$ cat src/design/sem_pkg.sv
// Shared widths, types and codes of the seam energy map.
// No dependencies; used by every module of the block.
`default_nettype none

package sem_pkg;

  localparam int MaxCols  = 256;
  localparam int MaxRows  = 256;
  localparam int ColW     = $clog2(MaxCols);
  localparam int RowW     = $clog2(MaxRows);
  localparam int DimW     = 9;
  localparam int EntryW   = 18;
  localparam int PixW     = 24;
  localparam int SumW     = 13;
  localparam int RatioW   = 11;
  localparam int ValW     = 8;
  localparam int InDataW  = 40;
  localparam int CfgIdxW  = 1;

  typedef logic [EntryW-1:0] entry_t;
  typedef logic [PixW-1:0]   pix_t;

  // Input beat kinds carried in in_tuser.
  localparam logic CmdLoad = 1'b0;
  localparam logic CmdRead = 1'b1;

  // Configuration register indexes.
  localparam logic [CfgIdxW-1:0] RegWidth  = 1'b0;
  localparam logic [CfgIdxW-1:0] RegHeight = 1'b1;

  localparam entry_t EntryMax = '1;

endpackage

`default_nettype wire

$ cat src/design/sem_norm_div.sv
// Iterative restoring divider that normalizes one map entry, one quotient bit a cycle.
// Depends on sem_pkg.
`default_nettype none

module sem_norm_div (
  input  logic                         clk,
  input  logic                         rst_n,
  input  logic                         start,
  input  sem_pkg::entry_t              dividend,
  input  logic [sem_pkg::RatioW-1:0]   divisor,
  output logic                         done,
  output logic [sem_pkg::ValW-1:0]     quotient
);
  import sem_pkg::*;

  localparam int CntW = $clog2(ValW);

  logic              busy_r;
  logic              done_r;
  entry_t            rem_r;
  entry_t            dsh_r;
  logic [ValW-1:0]   quo_r;
  logic [CntW-1:0]   cnt_r;

  // Control: one step per cycle, a done pulse after the last quotient bit.
  always_ff @(posedge clk) begin
    if (!rst_n) begin
      busy_r <= 1'b0;
      done_r <= 1'b0;
      cnt_r  <= '0;
    end else begin
      done_r <= 1'b0;
      if (start) begin
        busy_r <= 1'b1;
        cnt_r  <= CntW'(ValW - 1);
      end else if (busy_r) begin
        if (cnt_r == '0) begin
          busy_r <= 1'b0;
          done_r <= 1'b1;
        end else begin
          cnt_r <= cnt_r - 1'b1;
        end
      end
    end
  end

  // Datapath: compare with the shifted divisor and subtract when it fits.
  always_ff @(posedge clk) begin
    if (start) begin
      rem_r <= dividend;
      dsh_r <= EntryW'({divisor, {(ValW-1){1'b0}}});
      quo_r <= '0;
    end else if (busy_r) begin
      if (rem_r >= dsh_r) begin
        rem_r <= rem_r - dsh_r;
        quo_r <= {quo_r[ValW-2:0], 1'b1};
      end else begin
        quo_r <= {quo_r[ValW-2:0], 1'b0};
      end
      dsh_r <= dsh_r >> 1;
    end
  end

  assign done     = done_r;
  assign quotient = quo_r;

endmodule

`default_nettype wire

$ cat config.mk
export PLATFORM = sky130hd
export DESIGN_NAME = sem_norm_div
export DESIGN_NICKNAME = d
export VERILOG_FILES = /design/src/design/sem_pkg.sv /design/src/design/sem_norm_div.sv
export SDC_FILE = /design/constraint.sdc
export NUM_CORES = 1
export LEC_CHECK = 0
export BUFFER_PORTS_ARGS = -buffer_cell sky130_fd_sc_hd__buf_2
export CORE_ASPECT_RATIO = 0.6
export CORE_UTILIZATION = 51
export DETAILED_ROUTE_END_ITERATION = 16
export GPL_ROUTABILITY_DRIVEN = 0
export PLACE_DENSITY_LB_ADDON = 0.25
export SLEW_MARGIN = 20
export SYNTH_ARGS = -nofsm -noshare
export SYNTH_HDL_FRONTEND = slang
export SYNTH_SLANG_ARGS = --single-unit
$ cat constraint.sdc
create_clock -name clk -period 3.4 [get_ports clk]
set_clock_uncertainty 0.2 [all_clocks]
set_input_delay 0.51 -clock clk [delete_from_list [all_inputs] [get_ports clk]]
set_output_delay 0.51 -clock clk [all_outputs]
set_load 0.005 [all_outputs]
---- After elaboration in Yosys (flattened, before gate mapping) ----
Index checks and enable logic that the tools add are counted.
W data, S select, Z words.
cells by class
  equal/unequal tests ..................... 1
  muxes and demuxes ....................... 13
  add/sub/neg operators ................... 2
  bitwise gates (word level) .............. 2
  magnitude comparators ................... 1
  reductions and logical operators ........ 6
operators with widths
  cell                   count
  $mux W18               5
  $ge A18 B18 Y1         1
  $sub A18 B18 Y18       1
  $mux W3                3
  $mux W1                5
  $reduce_and A2 Y1      2
  $reduce_bool A2 Y1     2
  $logic_not A3 Y1       1
  $reduce_or A3 Y1       1
  $sub A3 B1 Y3 const B  1
  $ne A2 B2 Y1 const B   1
  $not A1 Y1             2
word-level totals
  input bits .............................. 32
  bits in registers ....................... 49
  logic and storage cells ................. 32
  output and inout bits ................... 9

---- Logic depth before layout (Yosys ltp) ----
Gate-level depths: netlist (run 1).
  word-level depth ........................ 4
  mapped depth ............................ 9
  depth with buffers taken out ............ 9

---- Worst setup path after synthesis (run 1) ----
Ideal clock, no wire load.
  path type ............................... register to register
  from .................................... reg rem_r[0]
  to ...................................... reg rem_r[0] (enable)
  period minus slack after synthesis ...... 2.674 ns
  slack ................................... 0.726 ns
  data arrival time ....................... 2.100 ns
  stages on the path, launching flop included .. 10
  required time ........................... 2.826 ns
  path buffers ............................ 0
  cell sequence ........................... edfxtp_1 inv_1 ha_1 fa_1 nor2b_1 o21bai_2 a21oi_2 nor4_1 nor3b_1 a211o_1
between the ends
  cells in the longest elaborated chain, start to end .. 3
RTL lines
  item                          RTL line            source
  from (decl)                   sem_norm_div.sv:20  entry_t rem_r;
  from (signal assigned)        sem_norm_div.sv:50  rem_r <= dividend;
  from (signal assigned)        sem_norm_div.sv:55  rem_r <= rem_r - dsh_r;
  $ge A18 B18 Y1                sem_norm_div.sv:54  if (rem_r >= dsh_r) begin
  $reduce_bool A2 Y1 (no line)  --
  $reduce_and A2 Y1 (no line)   --
No other way between the ends.
A chain may end at the register's enable or synchronous reset.

---- Final worst setup path (run 1) ----
  from .................................... reg rem_r[0]
  to ...................................... reg rem_r[7] (enable)
The elaborated chain is that of the path after synthesis.

==> reports/results.ini, run 1 <==
[synthesis]
synthDistinctLibCells = 53
yosysWarningCount = 0
synth_top_family_by_area = compound AO/OA/AOI/OAI gates
synth_compound_gate_area_share_pct = 17.88
ys_seq_area_share_pct = 42.16
synth_flop_cell = edfxtp_1
ys_seq_elements = 49
postSynthCellCount = 333
syn_area_per_cell_um2 = 9.055
ys_async_sr_fraction_pct = 0
synth_simple_gate_area_share_pct = 17.26
synth_area_mm2 = 0.003015
synth-xor-area-share_pct = 2.614
syn_nets = 386
synth_fa_ha_area_share_pct = 8.963
synthMuxAreaShare_pct = 5.643
synth_edf_count = 29

[place]
dp_worst_setup_slack_ps = 402.6
dp_hpwl_mm = 4.737
port_buffers = 40
dp_cells = 442

[setup_path]
crit_required_ps = 3210
r2r_cells = 10
cp-end-kind = flip-flop
startpoint_type = flip-flop
crit_fanout = 10
worstPathArrival_ps = 2790
worstSetupPathType = flip-flop to flip-flop

[cts]
cts-root-buf = clkbuf_8
tritoncts = yes
cts_setup_buffers = 0
htree_levels = 2
cts_buffers = 5
clock_sinks = 49
hold_buffers = 0
path_clk_slew_ps = 90
insertion_delay_ps = 310
clock_path_buffers = 2
cts_resized = 0

[layout]
syn2layout_area_growth_pct = 11.54
multi_input_area_mm2 = 0.001579
antenna_cells = 0
final_nets = 422
drive_above_1_share_pct = 16.49
fill_cells = 546
instances_no_fill = 450
seqCellArea_mm2 = 0.001271
fin_util_pct = 59.81

[global_route]
grt_pass1_wl_mm = 9.873
grt_overflow_total = 0
grtUsageTotal_pct = 21.15
antenna_found_initial = 0
grt_max_degree = 70
grt_pass1_vias = 2014

[timing]
drv_slew = 0
setup_tns_ps = 0
slew_headroom_pct = 57.01
rsz0062_at_grt = false
min_period_ps = 2978
worst_pin_slew_ps = 644.9
finalHoldViolCount = 0
fin_ws_ps = 421.8
max_freq_ghz = 0.3358
finalCritPeriodShare_pct = 87.59
setup_violations = 0

[run_status]
outcome = finished clean

[floorplanning]
coreArea_mm2 = 0.005623
dieHeight_um = 61.56
rows = 21
die_w_um = 101.3
die_area_mm2 = 0.006234
start_util_pct = 53.63
pin_count = 41

[detailed_routing]
drc = 0
first_pass_iters = 4
viasPerCell = 5.378
vias = 2420
first_iter_violations = 136
routed_wirelength_mm = 6.268
wire_per_inst_um = 13.93
ant_nets = 0

[pwr]
vdd_drop_max_v = 0.0002420
p_per_area_mw_per_mm2 = 571.1
finalPower_mw = 1.921
leakagePower_nw = 1.469

[min_path]
hold_path_depth = 3
hold_path_class = primary input to flip-flop

[job]
cap_viol_max_count = 0

[cell type report]
cell class              count  share of cell area (%)
multi-input cells         245                   46.95
flip-flops and latches     49                   37.80
repair buffers             43                   6.622
well taps                  80                   2.976
inverters                  25                   2.790
clock buffers               6                   2.455
clock inverters             2                  0.4092
[cell usage in the layout (no fill, tap or decap), types with 4 or more instances in the layout]
cell / count
buf_2: 40
a211oi_1: 4
a21oi_1: 18
dfxtp_1: 20
nand2_1: 49
a21o_1: 8
nand3_1: 4
inv_1: 24
o21ai_0: 30
clkbuf_8: 6
mux2i_1: 17
nor2_1: 25
edfxtp_1: 29
nor3_1: 10
xnor2_1: 5
ha_1: 20
xor2_1: 4
[worst max-delay path, cell delays in order, from the launching register on]
cell and delay [ps]:
edfxtp_1 330, inv_1 40, ha_1 210, fa_1 410, nor2b_1 210, o21bai_2 110
a21oi_2 220, nor4_1 90, nor3b_1 210, a211o_1 370, buf_4 270
[cells in the mapped netlist, drive strengths merged, types with 2 or more instances]
cell type  number  area share [%]
o211a           3             1.0
nand3           4            0.66
o31ai           4             1.2
a211oi          4             1.0
xnor2           5             1.5
xor2            4             1.2
and2            3            0.66
o22ai           2            0.41
nor2           26             3.3
o21ai          32             5.3
o21bai          2            0.62
nor3b           4             1.2
nand2          49             6.1
nor2b           2            0.41
o21a            2            0.50
nor3           10             1.7
nand2b          3            0.62
inv            24             3.0
a31oi           2            0.41
o211ai          2            0.50
a21o            8             2.0
and3            3            0.66
nand4           3            0.62
or2             2            0.41
a21oi          19             3.3
edfxtp         29              29
ha             20             8.3
clkbuf          6             1.1
dfxtp          20              13
buf             8             1.3
mux2i          17             5.6
[final timing paths]
path,startpoint,end,slack [ps]
setup / recovery,rem_r[0],rem_r[7],420
hold / removal,dividend[0],rem_r[0],270
setup reg to reg,rem_r[0],rem_r[7],420
hold reg to reg,quotient[7],quotient[7],300
[layer usage]
layer  track usage (%)  vias to the layer above  share of wire, %
met5                 0                        -                 0
met4             4.969                        0              0.77
met3             4.654                        4               6.4
met2             27.79                       66                38
met1             34.04                     1101                55
li1                  -                     1249                 -
[flip-flops by register name, summed over array words and instances, names as in the netlist]
| name | count |
|---|---|
| dsh_r | 18 |
| rem_r | 18 |
| quotient | 8 |
| cnt_r | 3 |
| busy_r | 1 |
| done | 1 |
[power breakdown]
group / switching [mW] / internal (mW) / leakage, nW
logic: 0.467 / 0.324 / 0.960
clock network: 0.195 / 0.165 / 0.0512
registers: 0.0337 / 0.736 / 0.458
total: 0.696 / 1.23 / 1.47
[per-stage QoR]
stage / cell area (um2) / hold WS [ps]
6_report: 3363 / 274.5
5_1_grt: 3363 / 276.6
4_1_cts: 3363 / 266.9
3_5_place_dp: 3267 / 280.1
3_3_place_gp: 3267 / 272.9
2_1_floorplan: 3015 / 264.6
[logic make-up after synthesis]
family                     count (synthesis)
buffers and inverters                     39
and+or+nand+nor                          113
xor gates and xnor gates                   9
adders and majority gates                 21
DFF                                       49
AOI/OAI and AO/OA                         85
muxes                                     17
Note: power is estimated with default switching activity, not from simulation.
==> run 2: changes to the inputs <==
clock period = 3.3 ns   (was 3.4 ns; I/O delays follow)
==> run 2 against run 1 <==
  * Count of clock-buffer cells in the layout rose by 1
  * Global-route usage rose by 0.88 points
  * Routed wire length rose by 2.3%
  * Clock power rose by 11%
  * Combinational power rose by 4.9%
  * Design area rose by 0.41%
  * Maximum frequency rose by 9.2%
  * Core utilization rose by 0.24 points
  * Register-to-register slack improved by 150 ps
  * Die area did not move
==> reports/results.ini, run 2 (synthesis results as in run 1) <==
[run_status]
outcome = finished clean  ; unchanged

[setup_path]
startpoint_type = flip-flop  ; unchanged
worstPathArrival_ps = 2510  ; was 2790 ps
cp_cell_sequence = inv_1, ha_1, fa_1, nor2b_1, o21bai_2, a21oi_2, nor4_1, nor3b_1, a211o_1, buf_4  ; unchanged
crit_required_ps = 3090  ; was 3210 ps
crit_fanout = 18  ; was 10
cp-end-kind = flip-flop  ; unchanged
worstSetupPathType = flip-flop to flip-flop  ; unchanged
slowest_delay_ps = 410  ; about the same
slowest_stage = fa_1  ; unchanged

[floorplanning]
die_w_um = 101.3  ; unchanged
coreArea_mm2 = 0.005623  ; unchanged
die_area_mm2 = 0.006234  ; unchanged
rows = 21  ; unchanged
start_util_pct = 53.63  ; unchanged
dieHeight_um = 61.56  ; unchanged
pin_count = 41  ; unchanged

[timing]
worst_pin_slew_ps = 645.6  ; was 644.9 ps
finalCritPeriodShare_pct = 82.64  ; was 87.59%
min_period_ps = 2727  ; was 2978 ps
drv_slew = 0  ; unchanged
setup_violations = 0  ; unchanged
max_freq_ghz = 0.3667  ; was 0.3358 GHz
rsz0062_at_grt = false  ; unchanged
finalHoldViolCount = 0  ; unchanged
slew_headroom_pct = 56.96  ; was 57.01%
setup_tns_ps = 0  ; unchanged

[layout]
fin_util_pct = 60.06  ; was 59.81%
drive_above_1_share_pct = 16.44  ; was 16.49%
final_common_cell = nand2_1  ; unchanged
layout_common_cells = 49 x nand2_1, 40 x buf_2, 30 x o21ai_0  ; unchanged
final_nets = 423  ; was 422
syn2layout_area_growth_pct = 11.99  ; was 11.54%
antenna_cells = 0  ; unchanged

[detailed_routing]
routed_wirelength_mm = 6.414  ; was 6.268 mm
vias = 2458  ; was 2420
wire_per_inst_um = 14.22  ; was 13.93 um
first_pass_iters = 4  ; unchanged
ant_nets = 0  ; unchanged
first_iter_violations = 120  ; was 136
viasPerCell = 5.450  ; was 5.378
drc = 0  ; unchanged

[place]
dp_hpwl_mm = 4.736  ; was 4.737 mm
port_buffers = 40  ; unchanged

[cts]
path_clk_slew_ps = 100  ; was 90 ps
tritoncts = yes  ; unchanged
cts-root-buf = clkbuf_8  ; unchanged
clock_path_buffers = 2  ; unchanged
cts_setup_buffers = 0  ; unchanged
clock_sinks = 49  ; unchanged
htree_levels = 2  ; unchanged
insertion_delay_ps = 310  ; about the same
cts_buffers = 5  ; unchanged
cts_resized = 0  ; unchanged
hold_buffers = 0  ; unchanged

[global_route]
grt_pass1_vias = 2118  ; was 2014
grtUsageTotal_pct = 22.02  ; was 21.15%
antenna_found_initial = 0  ; unchanged
grt_pass1_wl_mm = 10.13  ; was 9.873 mm
grt_max_degree = 71  ; was 70
grt_overflow_total = 0  ; unchanged

[job]
cap_viol_max_count = 0  ; unchanged

[pwr]
leakagePower_nw = 1.476  ; was 1.469 nW
vdd_drop_max_v = 0.0002455  ; was 0.0002420 V
p_per_area_mw_per_mm2 = 598.1  ; was 571.1 mW/mm2

[min_path]
hold_path_class = primary input to flip-flop  ; unchanged

==> run 2: critical path: cells and delay by family (launching register included) <==
family,cells,cell delay (ps)
simple gates,3,500
buf+inv,2,310
fa+ha+maj,2,620
compound gates,3,440
flops,1,330
==> run 2: power by group <==
part	switching, mW	total (mW)	internal (mW)
Sequential	0.0347	0.793	0.759
Combinational	0.495	0.829	0.334
Clock	0.203	0.398	0.195
==> run 2: routing by layer <==
metal	track usage (%)	wire, um
met4	7.039	74
met5	0	0
met1	34.28	3545
met3	5.221	391
met2	29.45	2403
==> run 2: area by class of cell <==
type / count / area [um2]
fill: 541 / 2246
multi-input combinational: 245 / 1579
sequential: 49 / 1271
timing repair buffer: 44 / 230.2
tap: 80 / 100.1
clock buffer: 7 / 97.59
inverter: 25 / 93.84
clock inverter: 1 / 5.005
==> run 2: through the flow <==
step / total power [mW] / cell area (um2) / worst slack (ps) / hold slack, ps / instances
after floorplan: 1.431 / 3015 / 626.1 / 264.6 / 333
after global placement: 1.600 / 3274 / 651.7 / 271.1 / 443
after detailed placement: 1.623 / 3274 / 599.7 / 302.0 / 443
after CTS: 2.016 / 3377 / 575.7 / 260.9 / 451
after global routing: 2.157 / 3377 / 379.6 / 265.9 / 451
final: 2.020 / 3377 / 573.0 / 265.1 / 451
==> run 2: final timing paths <==
kind | start | to | slack, ps | cells after the start
setup / recovery | rem_r[0] | rem_r[7] | 570 | 10
hold / removal | divisor[10] | dsh_r[17] | 270 | 2
hold reg to reg | quotient[7] | quotient[7] | 320 | 2
setup reg to reg | rem_r[0] | rem_r[7] | 570 | 10
